## src/design/spa_pkg.sv

```systemverilog
// Shared types and constants for the sparse polynomial arithmetic block.
// Holds the transaction structs, operation codes, register map and FSM states.
// No dependencies.
package spa_pkg;

    // Default configuration of the top level
    localparam int MAX_TERMS_DEF = 8;
    localparam int MAX_EXP_DEF   = 255;

    // Field widths
    localparam int COEF_IN_W  = 16;
    localparam int EXP_IN_W   = 8;
    localparam int COEF_OUT_W = 35;
    localparam int EXP_OUT_W  = 9;
    localparam int SUM_W      = EXP_IN_W + 1;

    // Configuration port
    localparam int PADDR_W = 3;
    localparam int PDATA_W = 32;
    localparam logic REG_OPERATION = 1'b0;

    // Operation codes; the unused code acts as a sum
    localparam logic [1:0] OP_SUM = 2'd0;
    localparam logic [1:0] OP_SUB = 2'd1;
    localparam logic [1:0] OP_MUL = 2'd2;

    typedef struct packed {
        logic                        which_poly;
        logic                        has_term;
        logic signed [COEF_IN_W-1:0] coef_in;
        logic [EXP_IN_W-1:0]         exp_in;
        logic                        last_term;
    } spa_in_t;

    typedef struct packed {
        logic signed [COEF_OUT_W-1:0] coef_out;
        logic [EXP_OUT_W-1:0]         exp_out;
        logic                         term_present;
        logic                         last_out;
    } spa_out_t;

    // One contribution to an accumulator slot
    typedef struct packed {
        logic                         valid;
        logic [SUM_W-1:0]             addr;
        logic signed [COEF_OUT_W-1:0] val;
    } spa_acc_req_t;

    // Control from the sequencer to the term store
    typedef struct packed {
        logic load;
        logic active;
        logic finish;
    } spa_gen_ctrl_t;

    typedef enum logic [2:0] {
        ST_CLEAR,
        ST_IDLE,
        ST_ACC,
        ST_SCAN,
        ST_FLUSH
    } spa_state_t;

endpackage

```

## src/design/spa_term_gen.sv

```systemverilog
// Term store for both operand polynomials and the contribution generator.
// Walks the stored terms and issues one accumulator contribution per cycle.
// Depends on spa_pkg.
module spa_term_gen #(
    parameter int MAX_TERMS = spa_pkg::MAX_TERMS_DEF,
    parameter int MAX_EXP   = spa_pkg::MAX_EXP_DEF
) (
    input  logic                  aclk,
    input  logic                  aresetn,
    input  spa_pkg::spa_gen_ctrl_t ctrl,
    input  spa_pkg::spa_in_t      in_item,
    input  logic [1:0]            operation,
    output spa_pkg::spa_acc_req_t req,
    output logic                  gen_done
);

    localparam int IDX_W = (MAX_TERMS > 1) ? $clog2(MAX_TERMS) : 1;
    localparam int CNT_W = $clog2(MAX_TERMS + 1);

    logic signed [spa_pkg::COEF_IN_W-1:0] first_coef_reg  [MAX_TERMS];
    logic [spa_pkg::EXP_IN_W-1:0]         first_exp_reg   [MAX_TERMS];
    logic signed [spa_pkg::COEF_IN_W-1:0] second_coef_reg [MAX_TERMS];
    logic [spa_pkg::EXP_IN_W-1:0]         second_exp_reg  [MAX_TERMS];

    logic [CNT_W-1:0] first_count_reg, first_count_next;
    logic [CNT_W-1:0] second_count_reg, second_count_next;
    logic             first_closed_reg, first_closed_next;
    logic [CNT_W-1:0] i_reg, i_next;
    logic [CNT_W-1:0] j_reg, j_next;

    logic             exp_ok;
    logic [CNT_W-1:0] first_base;
    logic             first_wr, second_wr;

    logic                                 i_in, j_in, is_mul, gen_valid;
    logic signed [spa_pkg::COEF_IN_W-1:0] f_coef, s_coef;
    logic [spa_pkg::EXP_IN_W-1:0]         f_exp, s_exp;
    logic signed [2*spa_pkg::COEF_IN_W-1:0] prod;
    logic signed [spa_pkg::COEF_OUT_W-1:0]  f_ext, s_ext;

    // Load: decide where an incoming term goes and update counts
    always_comb begin
        exp_ok            = (32'(in_item.exp_in) <= MAX_EXP);
        first_base        = first_closed_reg ? '0 : first_count_reg;
        first_wr          = 1'b0;
        second_wr         = 1'b0;
        first_count_next  = first_count_reg;
        second_count_next = second_count_reg;
        first_closed_next = first_closed_reg;
        if (ctrl.finish) begin
            first_count_next  = '0;
            second_count_next = '0;
            first_closed_next = 1'b0;
        end else if (ctrl.load) begin
            if (!in_item.which_poly) begin
                if (in_item.has_term) begin
                    first_wr          = exp_ok && (32'(first_base) < MAX_TERMS);
                    first_count_next  = first_wr ? first_base + 1'b1 : first_base;
                    first_closed_next = 1'b0;
                end
                if (in_item.last_term) begin
                    first_closed_next = 1'b1;
                end
            end else if (in_item.has_term) begin
                second_wr         = exp_ok && (32'(second_count_reg) < MAX_TERMS);
                second_count_next = second_wr ? second_count_reg + 1'b1 : second_count_reg;
            end
        end
    end

    // Hold term payloads; no reset needed
    always_ff @(posedge aclk) begin
        if (first_wr) begin
            first_coef_reg[first_base[IDX_W-1:0]] <= in_item.coef_in;
            first_exp_reg[first_base[IDX_W-1:0]]  <= in_item.exp_in;
        end
        if (second_wr) begin
            second_coef_reg[second_count_reg[IDX_W-1:0]] <= in_item.coef_in;
            second_exp_reg[second_count_reg[IDX_W-1:0]]  <= in_item.exp_in;
        end
    end

    // Select the current pair of terms and form the contribution
    always_comb begin
        f_coef    = first_coef_reg[i_reg[IDX_W-1:0]];
        f_exp     = first_exp_reg[i_reg[IDX_W-1:0]];
        s_coef    = second_coef_reg[j_reg[IDX_W-1:0]];
        s_exp     = second_exp_reg[j_reg[IDX_W-1:0]];
        i_in      = (i_reg < first_count_reg);
        j_in      = (j_reg < second_count_reg);
        is_mul    = (operation == spa_pkg::OP_MUL);
        prod      = (2*spa_pkg::COEF_IN_W)'(f_coef) * (2*spa_pkg::COEF_IN_W)'(s_coef);
        f_ext     = spa_pkg::COEF_OUT_W'(f_coef);
        s_ext     = spa_pkg::COEF_OUT_W'(s_coef);
        gen_valid = is_mul ? (i_in && j_in) : (i_in || j_in);
        req.valid = ctrl.active && gen_valid;
        if (is_mul) begin
            req.addr = spa_pkg::SUM_W'(f_exp) + spa_pkg::SUM_W'(s_exp);
            req.val  = spa_pkg::COEF_OUT_W'(prod);
        end else if (i_in) begin
            req.addr = spa_pkg::SUM_W'(f_exp);
            req.val  = f_ext;
        end else begin
            req.addr = spa_pkg::SUM_W'(s_exp);
            req.val  = (operation == spa_pkg::OP_SUB) ? -s_ext : s_ext;
        end
        gen_done = !gen_valid;
    end

    // Advance the pair counters; restart them on every load
    always_comb begin
        i_next = i_reg;
        j_next = j_reg;
        if (ctrl.load) begin
            i_next = '0;
            j_next = '0;
        end else if (ctrl.active && gen_valid) begin
            if (is_mul) begin
                if (j_reg + 1'b1 < second_count_reg) begin
                    j_next = j_reg + 1'b1;
                end else begin
                    j_next = '0;
                    i_next = i_reg + 1'b1;
                end
            end else if (i_in) begin
                i_next = i_reg + 1'b1;
            end else begin
                j_next = j_reg + 1'b1;
            end
        end
    end

    always_ff @(posedge aclk) begin
        if (!aresetn) begin
            first_count_reg  <= '0;
            second_count_reg <= '0;
            first_closed_reg <= 1'b0;
            i_reg            <= '0;
            j_reg            <= '0;
        end else begin
            first_count_reg  <= first_count_next;
            second_count_reg <= second_count_next;
            first_closed_reg <= first_closed_next;
            i_reg            <= i_next;
            j_reg            <= j_next;
        end
    end

endmodule

```

## config.mk

```make
export PLATFORM = sky130hd
export DESIGN_NAME = spa_term_gen
export DESIGN_NICKNAME = d
export VERILOG_FILES = /design/src/design/spa_pkg.sv /design/src/design/spa_term_gen.sv
export SDC_FILE = /design/constraint.sdc
export NUM_CORES = 1
export LEC_CHECK = 0
export BUFFER_PORTS_ARGS = -buffer_cell sky130_fd_sc_hd__buf_2
export CAP_MARGIN = 20
export CORE_MARGIN = 2
export CORE_UTILIZATION = 39
export DETAILED_ROUTE_END_ITERATION = 6
export SETUP_SLACK_MARGIN = 0.05
export SLEW_MARGIN = 25
export SYNTH_ARGS = -nofsm -noshare
export SYNTH_HDL_FRONTEND = slang
export SYNTH_SLANG_ARGS = --single-unit
export TNS_END_PERCENT = 100
```

## constraint.sdc

```tcl
create_clock -name aclk -period 21.2 [get_ports aclk]
set_input_delay 2.12 -clock aclk [delete_from_list [all_inputs] [get_ports aclk]]
set_output_delay 2.12 -clock aclk [all_outputs]
set_load 0.1 [all_outputs]
```

* Word level (Yosys, flattened, before mapping)
Memories as Yosys holds them, arrays and structs flattened. A register that Yosys moved wholly into a read port is not among the register bits.
Cells that the tools add are included.
** Operators by class
- Magnitude comparators :: 5
- Multiply operators :: 1
- Bitwise logic cells :: 2
- Equal/unequal tests :: 4
- $add $sub $neg :: 6
- Multiplexer cells :: 34
- Reduce and logical (&&, ||, !) cells :: 13
** Operators with widths (number)
- 44-bit 2-to-1 mux :: 1
- 43-bit 2-to-1 mux :: 1
- 35-bit 2-to-1 mux :: 1
- 16-bit negator with 35-bit output :: 1
- 16-bit by 16-bit multiplier with 32-bit output :: 1
- 4-bit 2-to-1 mux :: 8
- 3-bit 2-to-1 mux :: 8
- 4-bit by 1-bit adder with 4-bit output, second input constant :: 4
- 1-bit 2-to-1 mux :: 15
- 4-bit < comparator :: 3
- 8-bit by 8-bit adder with 9-bit output :: 1
- 3-bit AND reduction :: 3
- 4-bit < comparator, second input constant :: 2
- 4-bit AND reduction :: 1
- 2-bit nonzero test :: 2
- 2-bit OR reduction :: 2
- 2-bit by 1-bit == test with 1-bit output, second input constant :: 1
- 2-bit == test, second input constant :: 1
- 1-bit logical AND :: 2
- 2-bit by 1-bit != test with 1-bit output, second input constant :: 1
- 2-bit != test, second input constant :: 1
- 1-bit NOT :: 2
- 2-bit AND reduction :: 1
- 1-bit zero test :: 1
- 1-bit logical OR :: 1
** Storage, ports and cells
- RAM bits :: 384
- Memories :: 4
- Flip-flop bits (word level) :: 17
- Output and inout port bits :: 46
- Logic and storage cells :: 74
** Memory list
- first_coef_reg :: depth 8, width 16, rd ports 1, clocked after memory_dff 1, wr ports 1, line spa_term_gen.sv:20 : logic signed [spa_pkg::COEF_IN_W-1:0] first_coef_reg [MAX_TERMS];
- second_coef_reg :: depth 8, width 16, rd ports 1, clocked after memory_dff 1, wr ports 1, line spa_term_gen.sv:22 : logic signed [spa_pkg::COEF_IN_W-1:0] second_coef_reg [MAX_TERMS];
- first_exp_reg :: depth 8, width 8, rd ports 1, clocked after memory_dff 1, wr ports 1, line spa_term_gen.sv:21 : logic [spa_pkg::EXP_IN_W-1:0] first_exp_reg [MAX_TERMS];
- second_exp_reg :: depth 8, width 8, rd ports 1, clocked after memory_dff 1, wr ports 1, line spa_term_gen.sv:23 : logic [spa_pkg::EXP_IN_W-1:0] second_exp_reg [MAX_TERMS];

* Depth between registers and ports, before layout
Gate-level depths: netlist of the first run.
- Depth in word-level cells :: 8
- Mapped depth :: 32

* Least setup slack after synthesis of the first run
Ideal clock, no wire load.
- Path kind :: register to output
- From :: reg (tool-made name)
- To :: out req[26] (netlist name)
- Slack :: 10046 ps
- Stages on the path, launching flop included :: 27
- Path buffers :: 6
- Arrival time :: 9034 ps
- Path through :: dfxtp_1 > buf_6 > buf_8 > buf_6 > buf_6 > buf_6 > mux4_2 > mux2i_1 > clkbuf_1 > nor2_1 > fa_1 > inv_1 > fa_1 > fa_1 > inv_1 > fa_1 > fa_1 > inv_1 > fa_1 > inv_1 > ha_1 > nand4_1 > nor3_1 > o21ai_0 > a2111o_1 > and3_1 > o31ai_1
** RTL lines
- end, declared :: line spa_term_gen.sv:13 : output spa_pkg::spa_acc_req_t req,

==> results of run 1 <==
-- per-layer routing --
metal	global-route usage, %	share of wire [%]	up-vias	routed length [um]
met2	33.4	49	616	33300
met3	3.14	7.0	129	4760
met5	0	0.088	-	60
met4	5.50	2.6	10	1800
li1	-	-	7369	-
met1	25.7	42	8738	28400
-- layout make-up --
type | instances | area (um2) | share of cell area [%]
clock inverter | 28 | 249 | 0.829
sequential | 407 | 12000 | 40.0
inverter | 336 | 1260 | 4.21
clock buffer | 49 | 1110 | 3.69
timing repair buffer | 123 | 726 | 2.42
tap | 931 | 1160 | 3.88
multi-input combinational | 1274 | 13500 | 45.0
-- worst max-delay path by stage --
stage                   end  depth (start not counted)  startpoint  slack [ps]
finish              req[32]                         25   flip-flop        9640
global route        req[24]                         28   flip-flop        9020
CTS                 req[32]                         25   flip-flop        9590
detailed placement  req[32]                         25   flip-flop       10200
global placement    req[32]                         25   flip-flop       10340
floorplan           req[26]                         26   flip-flop       10050
-- worst max-delay path, delay by kind of cell (launching register included) --
kind                     cells  cell delay [ps]
flip-flops                   1              660
buffers and inverters        5             1230
AO/OA/AOI/OAI                9             2300
AND/OR/NAND/NOR              3              520
multiplexers                 1              300
adder cells (fa/ha/maj)      7             3810
-- per-stage QoR --
step | util, % | instances
after detailed placement | 41.8 | 3071
final | 43.8 | 3148
after CTS | 43.8 | 3148
after floorplan | - | 2085
after global routing | 43.8 | 3148
after global placement | 41.8 | 3071
-- logic make-up (layout without fill, tap and decap cells) --
logic type	count (synthesis)	after routing
simple gates	452	452
flops	407	407
buf+inv	404	536
fa+ha+maj	369	369
compound gates	217	217
mux	186	186
xor+xnor	50	50
-- Yosys cell counts, types with 11 or more instances --
library cell	number	area share, %
nor2_1	195	2.7
mux2i_1	46	1.7
o211ai_1	12	0.33
xor2_1	13	0.42
o21ai_0	41	0.76
nand2b_1	16	0.37
ha_1	106	4.9
a21o_1	15	0.42
fa_1	263	19
o21ai_1	18	0.33
mux2_2	45	1.9
a21oi_1	62	1.1
mux4_2	88	7.3
nand3_1	13	0.24
nand2_1	157	2.2
dfxtp_1	23	1.7
inv_1	332	4.6
nor3_1	15	0.28
edfxtp_1	384	43
clkbuf_1	40	0.56
buf_2	11	0.20
xnor2_1	37	1.2
-- power groups by stage --
| stage | Combinational, mW | Clock (mW) | Sequential (mW) |
|---|---|---|---|
| floorplan | 1.12 | 0 | 0.898 |
| finish | 1.44 | 0.718 | 0.881 |
| detailed placement | 1.44 | 0 | 0.899 |
| global placement | 1.42 | 0 | 0.898 |
| global route | 1.61 | 0.764 | 0.881 |
| CTS | 1.44 | 0.731 | 0.881 |
==> report_table.html, run 1 <==
<table>
<tr><th>Metric</th><th>Value</th></tr>
<tr><th colspan="2">Status</th></tr>
<tr><td>Result of the run</td><td>finished, final reports clean</td></tr>
<tr><th colspan="2">Timing</th></tr>
<tr><td>Worst clock skew on the final layout</td><td>20.3 ps</td></tr>
<tr><td>Final Setup Violations</td><td>0</td></tr>
<tr><td>Total count of max-transition violations in the final report</td><td>0</td></tr>
<tr><td>Highest Clock Rate</td><td>between 80 and 90 MHz</td></tr>
<tr><td>Final Hold Viols</td><td>0</td></tr>
<tr><td>Accumulated negative setup slack</td><td>0 ps</td></tr>
<tr><td>Final WS setup</td><td>about 9600 ps</td></tr>
<tr><td>Shortest clock period the worst path allows after layout</td><td>11560 ps</td></tr>
<tr><td>Slew @ Worst Pin</td><td>971 ps</td></tr>
<tr><td>Worst slack on hold paths</td><td>515 ps</td></tr>
<tr><td>Share of the clock period used by the worst path after layout</td><td>roughly 55%</td></tr>
<tr><td>Relative slew slack</td><td>35.1%</td></tr>
<tr><td>Unrepaired setup endpoints after global routing</td><td>no</td></tr>
<tr><th colspan="2">Power and ir drop</th></tr>
<tr><td>LEAKAGE</td><td>11.6 nW</td></tr>
<tr><td>Portion of total power attributed to combinational logic</td><td>47.4%</td></tr>
<tr><td>Power Dens Cells</td><td>101 nW/um2</td></tr>
<tr><td>Switching power share of the total</td><td>41.5%</td></tr>
<tr><td>Internal power summed over all cells</td><td>1.78 mW</td></tr>
<tr><td>Total power after layout</td><td>3.04 mW</td></tr>
<tr><td>Fraction of power consumed by the clock network</td><td>23.6%</td></tr>
<tr><td>Flop pwr share</td><td>29.0%</td></tr>
<tr><td>NetSw</td><td>between 1 and 1.5 mW</td></tr>
<tr><td>Maximum vdd drop</td><td>between 100 and 150 uV</td></tr>
<tr><th colspan="2">Die</th></tr>
<tr><td>Die outline width</td><td>267 um</td></tr>
<tr><td>Starting Density</td><td>39.4%</td></tr>
<tr><td>Die Outline Area</td><td>71400 um2</td></tr>
<tr><td>Area of the core region</td><td>68600 um2</td></tr>
<tr><td>Number of top-level design ports</td><td>80</td></tr>
<tr><td>Number of standard-cell rows in the floorplan</td><td>96</td></tr>
<tr><td>Height of the die</td><td>267 um</td></tr>
<tr><th colspan="2">Worst setup path</th></tr>
<tr><td>Launch point of the worst reg-to-reg path</td><td>first_count_reg[1]</td></tr>
<tr><td>Required time worst endpoint</td><td>19080 ps</td></tr>
<tr><td>Worst endpoint data arrival time</td><td>9440 ps</td></tr>
<tr><td>Crit Path Max Fanout</td><td>36</td></tr>
<tr><td>Startpoint Class</td><td>flip-flop</td></tr>
<tr><td>R2R depth</td><td>10</td></tr>
<tr><td>CP endpoint kind</td><td>primary output</td></tr>
<tr><td>Cell mode on critical path</td><td>fa_1</td></tr>
<tr><td>Critical path's largest stage delay</td><td>880 ps</td></tr>
<tr><td>Type of the setup path with the least slack</td><td>flip-flop to primary output</td></tr>
<tr><td>Worst setup slack for register-to-register paths</td><td>17800 ps</td></tr>
<tr><td>Slowest library cell on the worst path</td><td>fa_1</td></tr>
<tr><th colspan="2">Min path</th></tr>
<tr><td>Source of the worst hold timing path</td><td>first_count_reg[2]</td></tr>
<tr><td>Worst Hold End</td><td>first_count_reg[2]</td></tr>
<tr><td>Tightest Hold Check Type</td><td>flip-flop to flip-flop</td></tr>
<tr><td>Hold-critical path depth</td><td>2</td></tr>
<tr><th colspan="2">Layout</th></tr>
<tr><td>Number of filler instances in the final layout</td><td>6192</td></tr>
<tr><td>NumNets Final</td><td>~2600</td></tr>
<tr><td>Ant diodes</td><td>0</td></tr>
<tr><td>Most common library cell in the layout ignoring fill and taps</td><td>edfxtp_1</td></tr>
<tr><td>Layout Area Growth over Synthesis</td><td>11.2%</td></tr>
<tr><td>Design area</td><td>about 30000 um2</td></tr>
<tr><td>Fraction of layout cells with a size suffix above 1</td><td>16.4%</td></tr>
<tr><td>Most frequent cells in the layout</td><td>384 x edfxtp_1, 332 x inv_1, 263 x fa_1, 188 x nor2_1, 156 x nand2_1</td></tr>
<tr><th colspan="2">Synth</th></tr>
<tr><td>Fraction of registers with async set or reset after synthesis</td><td>0%</td></tr>
<tr><td>Combinational family with the most area after synthesis</td><td>adder cells</td></tr>
<tr><td>Syn Nets</td><td>2488</td></tr>
<tr><td>YS warnings</td><td>0</td></tr>
<tr><td>Multiplexer area fraction after synthesis</td><td>11.3%</td></tr>
<tr><td>Synth cell types</td><td>79</td></tr>
<tr><td>Share of synthesized area occupied by flip-flops and latches</td><td>44.4%</td></tr>
<tr><td>Instance count of the mapped netlist</td><td>2085</td></tr>
<tr><td>Synthesized area</td><td>between 20000 and 30000 um2</td></tr>
<tr><td>Simple-gate share of the synthesized area</td><td>7.25%</td></tr>
<tr><td>Arithmetic-cell share of the synthesized area counting full adders, half adders and majority gates</td><td>24.4%</td></tr>
<tr><td>Per-instance average area after synthesis</td><td>13.0 um2</td></tr>
<tr><td>Most frequently used flop master after synthesis</td><td>edfxtp_1</td></tr>
<tr><td>Complex-gate fraction of the synthesized area</td><td>under 10%</td></tr>
<tr><td>Post-synthesis xor/xnor area fraction</td><td>approximately 1.6%</td></tr>
<tr><td>Count of flip-flops with a built-in enable after synthesis</td><td>384</td></tr>
<tr><td>Flops &amp; latches, synth</td><td>407</td></tr>
<tr><th colspan="2">Routing</th></tr>
<tr><td>Violation count after the first detailed-routing iteration</td><td>1436</td></tr>
<tr><td>Residual DRC</td><td>0</td></tr>
<tr><td>Remaining number of nets flagged by the antenna check after routing</td><td>0</td></tr>
<tr><td>Final wirelength</td><td>around 68 mm</td></tr>
<tr><td>Average detailed-routed wire length per instance</td><td>21.7 um</td></tr>
<tr><td>First-pass iteration count of the detailed router</td><td>5</td></tr>
<tr><td>Detailed-route via count</td><td>around 17000</td></tr>
<tr><td>Mean number of vias per cell</td><td>5.36</td></tr>
<tr><th colspan="2">Place</th></tr>
<tr><td>Count of port buffers added during placement</td><td>between 70 and 80</td></tr>
<tr><td>Cell Area, Placed</td><td>approximately 29000 um2</td></tr>
<tr><td>Placed wire-length estimate</td><td>46.9 mm</td></tr>
<tr><td>GPL Wtd Cong</td><td>0.906</td></tr>
<tr><td>Pre-CTS worst setup slack</td><td>10200 ps</td></tr>
<tr><th colspan="2">Global routing</th></tr>
<tr><td>Remaining global-route overflow</td><td>0</td></tr>
<tr><td>Vias in the first global route</td><td>17800</td></tr>
<tr><td>Wire length of the first global-routing pass</td><td>105 mm</td></tr>
<tr><td>Pin count of the biggest net entering global routing</td><td>53</td></tr>
<tr><td>Initial antenna violation count</td><td>7</td></tr>
<tr><td>Total track usage</td><td>19.5%</td></tr>
<tr><th colspan="2">Clock network</th></tr>
<tr><td>Clock buffer depth</td><td>3</td></tr>
<tr><td>Hold buffer count at CTS</td><td>0</td></tr>
<tr><td>Clock sink count</td><td>407</td></tr>
<tr><td>Number of gates resized after cts</td><td>0</td></tr>
<tr><td>Post-CTS setup-driven buffer insertion count</td><td>0</td></tr>
<tr><td>Clock buffers created by TritonCTS</td><td>42</td></tr>
<tr><td>Worst-Skew Late Latency</td><td>540 ps</td></tr>
<tr><td>CTS tree</td><td>done</td></tr>
<tr><td>CTS H-tree lvls</td><td>2</td></tr>
<tr><td>Clock slew at reported path FFs</td><td>60 ps</td></tr>
<tr><td>Clock root buffer</td><td>clkbuf_16</td></tr>
<tr><th colspan="2">Run</th></tr>
<tr><td>Count of max-cap constraint violations</td><td>0</td></tr>
</table>
No activity file was read; power rests on OpenSTA's default activity.
==> run 2: changes to the inputs <==
==> constraint.sdc (replaced) <==
create_clock -name aclk -period 10.5 [get_ports aclk]
set_input_delay 1.05 -clock aclk [delete_from_list [all_inputs] [get_ports aclk]]
set_output_delay 1.05 -clock aclk [all_outputs]
set_load 0.1 [all_outputs]
==> run 2 against run 1 <==
Effect of this change:
- highest routed layer unchanged
- largest power group unchanged
- the run now ends with design-rule violations left
- critical endpoint unchanged
- worst hold slack lost 7.1 ps
- critical path type unchanged
- power grew 98%
- sequential cell count is the same
==> report_table.html, run 2 (synthesized netlist as in run 1, its figures left out) <==
<table>
<tr><th>Metric</th><th>Value</th></tr>
<tr><th colspan="2">Worst setup path</th></tr>
<tr><td>Required time worst endpoint</td><td>9450 ps (-9630 ps)</td></tr>
<tr><td>Worst endpoint data arrival time</td><td>8860 ps (-580 ps)</td></tr>
<tr><td>Crit Path Max Fanout</td><td>31 (-14%)</td></tr>
<tr><td>CP endpoint kind</td><td>primary output</td></tr>
<tr><td>Type of the setup path with the least slack</td><td>flip-flop to primary output</td></tr>
<tr><td>Startpoint Class</td><td>flip-flop</td></tr>
<tr><th colspan="2">Global routing</th></tr>
<tr><td>Total track usage</td><td>19.9% (+0.39 points)</td></tr>
<tr><td>GRT met1 Usage</td><td>27.0% (+1.4 points)</td></tr>
<tr><td>Vias in the first global route</td><td>17900 (+0.21%)</td></tr>
<tr><td>Remaining global-route overflow</td><td>0 (unchanged)</td></tr>
<tr><td>Met3 usage in global routing</td><td>3.21% (+0.074 points)</td></tr>
<tr><td>Pin count of the biggest net entering global routing</td><td>55 (+3.8%)</td></tr>
<tr><td>Met2 usage</td><td>33.4% (about the same)</td></tr>
<tr><td>Wire length of the first global-routing pass</td><td>107 mm (+2.2%)</td></tr>
<tr><td>Initial antenna violation count</td><td>7 (unchanged)</td></tr>
<tr><td>GRT Max-Usage Layer</td><td>met2</td></tr>
<tr><th colspan="2">Clock network</th></tr>
<tr><td>Post-CTS setup-driven buffer insertion count</td><td>0 (unchanged)</td></tr>
<tr><td>Clock root buffer</td><td>clkbuf_16</td></tr>
<tr><td>CTS H-tree lvls</td><td>2 (unchanged)</td></tr>
<tr><td>Clock sink count</td><td>407 (unchanged)</td></tr>
<tr><td>Number of gates resized after cts</td><td>0 (unchanged)</td></tr>
<tr><td>Hold buffer count at CTS</td><td>0 (unchanged)</td></tr>
<tr><td>Clock buffers created by TritonCTS</td><td>42 (unchanged)</td></tr>
<tr><td>Worst-Skew Late Latency</td><td>530 ps (about the same)</td></tr>
<tr><td>CTS tree</td><td>done</td></tr>
<tr><td>Clock slew at reported path FFs</td><td>60 ps (about the same)</td></tr>
<tr><td>Clock buffer depth</td><td>3 (unchanged)</td></tr>
<tr><th colspan="2">Die</th></tr>
<tr><td>Die Outline Area</td><td>71400 um2 (unchanged)</td></tr>
<tr><td>Height of the die</td><td>267 um (unchanged)</td></tr>
<tr><td>Number of standard-cell rows in the floorplan</td><td>96 (unchanged)</td></tr>
<tr><td>Number of top-level design ports</td><td>80 (unchanged)</td></tr>
<tr><td>Starting Density</td><td>39.4% (unchanged)</td></tr>
<tr><td>Area of the core region</td><td>68600 um2 (unchanged)</td></tr>
<tr><td>Die outline width</td><td>267 um (unchanged)</td></tr>
<tr><th colspan="2">Run</th></tr>
<tr><td>Count of max-cap constraint violations</td><td>0 (unchanged)</td></tr>
<tr><th colspan="2">Timing</th></tr>
<tr><td>Final Setup Violations</td><td>0 (unchanged)</td></tr>
<tr><td>Accumulated negative setup slack</td><td>0 ps (unchanged)</td></tr>
<tr><td>Worst clock skew on the final layout</td><td>29.9 ps (+9.61 ps)</td></tr>
<tr><td>Highest Clock Rate</td><td>101 MHz</td></tr>
<tr><td>Total count of max-transition violations in the final report</td><td>0 (unchanged)</td></tr>
<tr><td>Final Hold Viols</td><td>0 (unchanged)</td></tr>
<tr><td>Slew @ Worst Pin</td><td>985 ps (+14.4 ps)</td></tr>
<tr><td>Share of the clock period used by the worst path after layout</td><td>94.4%</td></tr>
<tr><td>Final WS setup</td><td>587 ps (-9060 ps)</td></tr>
<tr><td>Shortest clock period the worst path allows after layout</td><td>around 9900 ps</td></tr>
<tr><td>Relative slew slack</td><td>33.0% (-2.1 points)</td></tr>
<tr><td>Unrepaired setup endpoints after global routing</td><td>no</td></tr>
<tr><th colspan="2">Power and ir drop</th></tr>
<tr><td>Maximum vdd drop</td><td>235 uV (+66%)</td></tr>
<tr><td>Total power after layout</td><td>6.02 mW (+98%)</td></tr>
<tr><td>Power Dens Cells</td><td>201 nW/um2 (+99%)</td></tr>
<tr><td>LEAKAGE</td><td>11.6 nW (-0.46%)</td></tr>
<tr><th colspan="2">Place</th></tr>
<tr><td>Placed wire-length estimate</td><td>48.5 mm (+3.5%)</td></tr>
<tr><td>Count of port buffers added during placement</td><td>79 (unchanged)</td></tr>
<tr><td>GPL Wtd Cong</td><td>0.909 (+0.36%)</td></tr>
<tr><td>Pre-CTS worst setup slack</td><td>1100 ps (-9100 ps)</td></tr>
<tr><th colspan="2">Routing</th></tr>
<tr><td>Detailed-route via count</td><td>16800 (-0.35%)</td></tr>
<tr><td>Average detailed-routed wire length per instance</td><td>22.0 um (+1.4%)</td></tr>
<tr><td>Residual DRC</td><td>12 (+12)</td></tr>
<tr><td>First-pass iteration count of the detailed router</td><td>7 (+2)</td></tr>
<tr><td>Final wirelength</td><td>69.2 mm (+1.4%)</td></tr>
<tr><td>Mean number of vias per cell</td><td>5.34 (-0.35%)</td></tr>
<tr><td>Remaining number of nets flagged by the antenna check after routing</td><td>0 (unchanged)</td></tr>
<tr><td>Violation count after the first detailed-routing iteration</td><td>1252 (-13%)</td></tr>
<tr><th colspan="2">Status</th></tr>
<tr><td>Result of the run</td><td>finished, violations left</td></tr>
<tr><td>Violations in the final reports</td><td>design-rule violations</td></tr>
<tr><th colspan="2">Layout</th></tr>
<tr><td>Fraction of layout cells with a size suffix above 1</td><td>16.3% (-0.13 points)</td></tr>
<tr><td>Most common library cell in the layout ignoring fill and taps</td><td>edfxtp_1</td></tr>
<tr><td>Number of filler instances in the final layout</td><td>6164 (-0.45%)</td></tr>
<tr><td>NumNets Final</td><td>2593 (+0.23%)</td></tr>
<tr><td>Most frequent cells in the layout</td><td>384 x edfxtp_1, 332 x inv_1, 263 x fa_1, 188 x nor2_1, 156 x nand2_1</td></tr>
<tr><td>Layout Area Growth over Synthesis</td><td>10.8%</td></tr>
<tr><th colspan="2">Min path</th></tr>
<tr><td>Tightest Hold Check Type</td><td>flip-flop to flip-flop</td></tr>
</table>
run 2: final cells by class:
cell class / instances / area [um2] / area share [%]
sequential: 407 / 12000 / 40.1
clock inverter: 13 / 70.1 / 0.234
multi-input combinational: 1274 / 13500 / 45.2
antenna: 1 / 2.50 / 0.00837
inverter: 336 / 1260 / 4.22
tap: 931 / 1160 / 3.90
timing repair buffer: 129 / 771 / 2.58
clock buffer: 57 / 1130 / 3.77
run 2: final timing paths:
kind | from | end | slack [ps] | cells past startpoint
max reg2reg | first_count_reg[1] | flip-flop | 6980 | 10
min reg2reg | i_reg[3] | i_reg[3] | 510 | 2
min | i_reg[3] | i_reg[3] | 510 | 2
max | flip-flop | req[32] | 590 | 24
run 2: routing by layer:
metal	routed length [um]	up-vias	share of wire [%]
met1	29500	8733	43
met5	67	-	0.097
met3	4570	112	6.6
met4	1730	10	2.5
li1	-	7376	-
met2	33400	572	48
run 2: power by group:
group          internal (mW)  leakage [nW]  switching, mW
Clock                  0.747         0.581          0.572
Combinational          0.966          7.37           1.96
Sequential              1.78          3.64        0.00254
run 2: critical path: stages, from the launching register on:
cell      delay (ps)
dfxtp_2          850
buf_4            350
mux2i_1          130
mux2_1           480
nor2_1           240
inv_1             90
fa_1             510
inv_1            150
fa_1             910
fa_1             530
fa_1             500
fa_1             480
inv_1             50
fa_1             470
inv_1             40
ha_1             360
a21o_1           210
o21bai_1         170
a221o_1          300
a21oi_1          170
nor3b_1          270
a211oi_1         120
a211oi_1         460
o211ai_1         140
buf_2            340
run 2: through the flow:
step / area, um2 / instances / hold WS [ps] / utilization, %
5_1_grt: 29900 / 3148 / 539 / 43.6
3_3_place_gp: 28700 / 3077 / 488 / 41.8
4_1_cts: 29900 / 3147 / 513 / 43.6
3_5_place_dp: 28700 / 3077 / 503 / 41.9
2_1_floorplan: 27000 / 2085 / 462 / -
6_report: 29900 / 3148 / 508 / 43.6
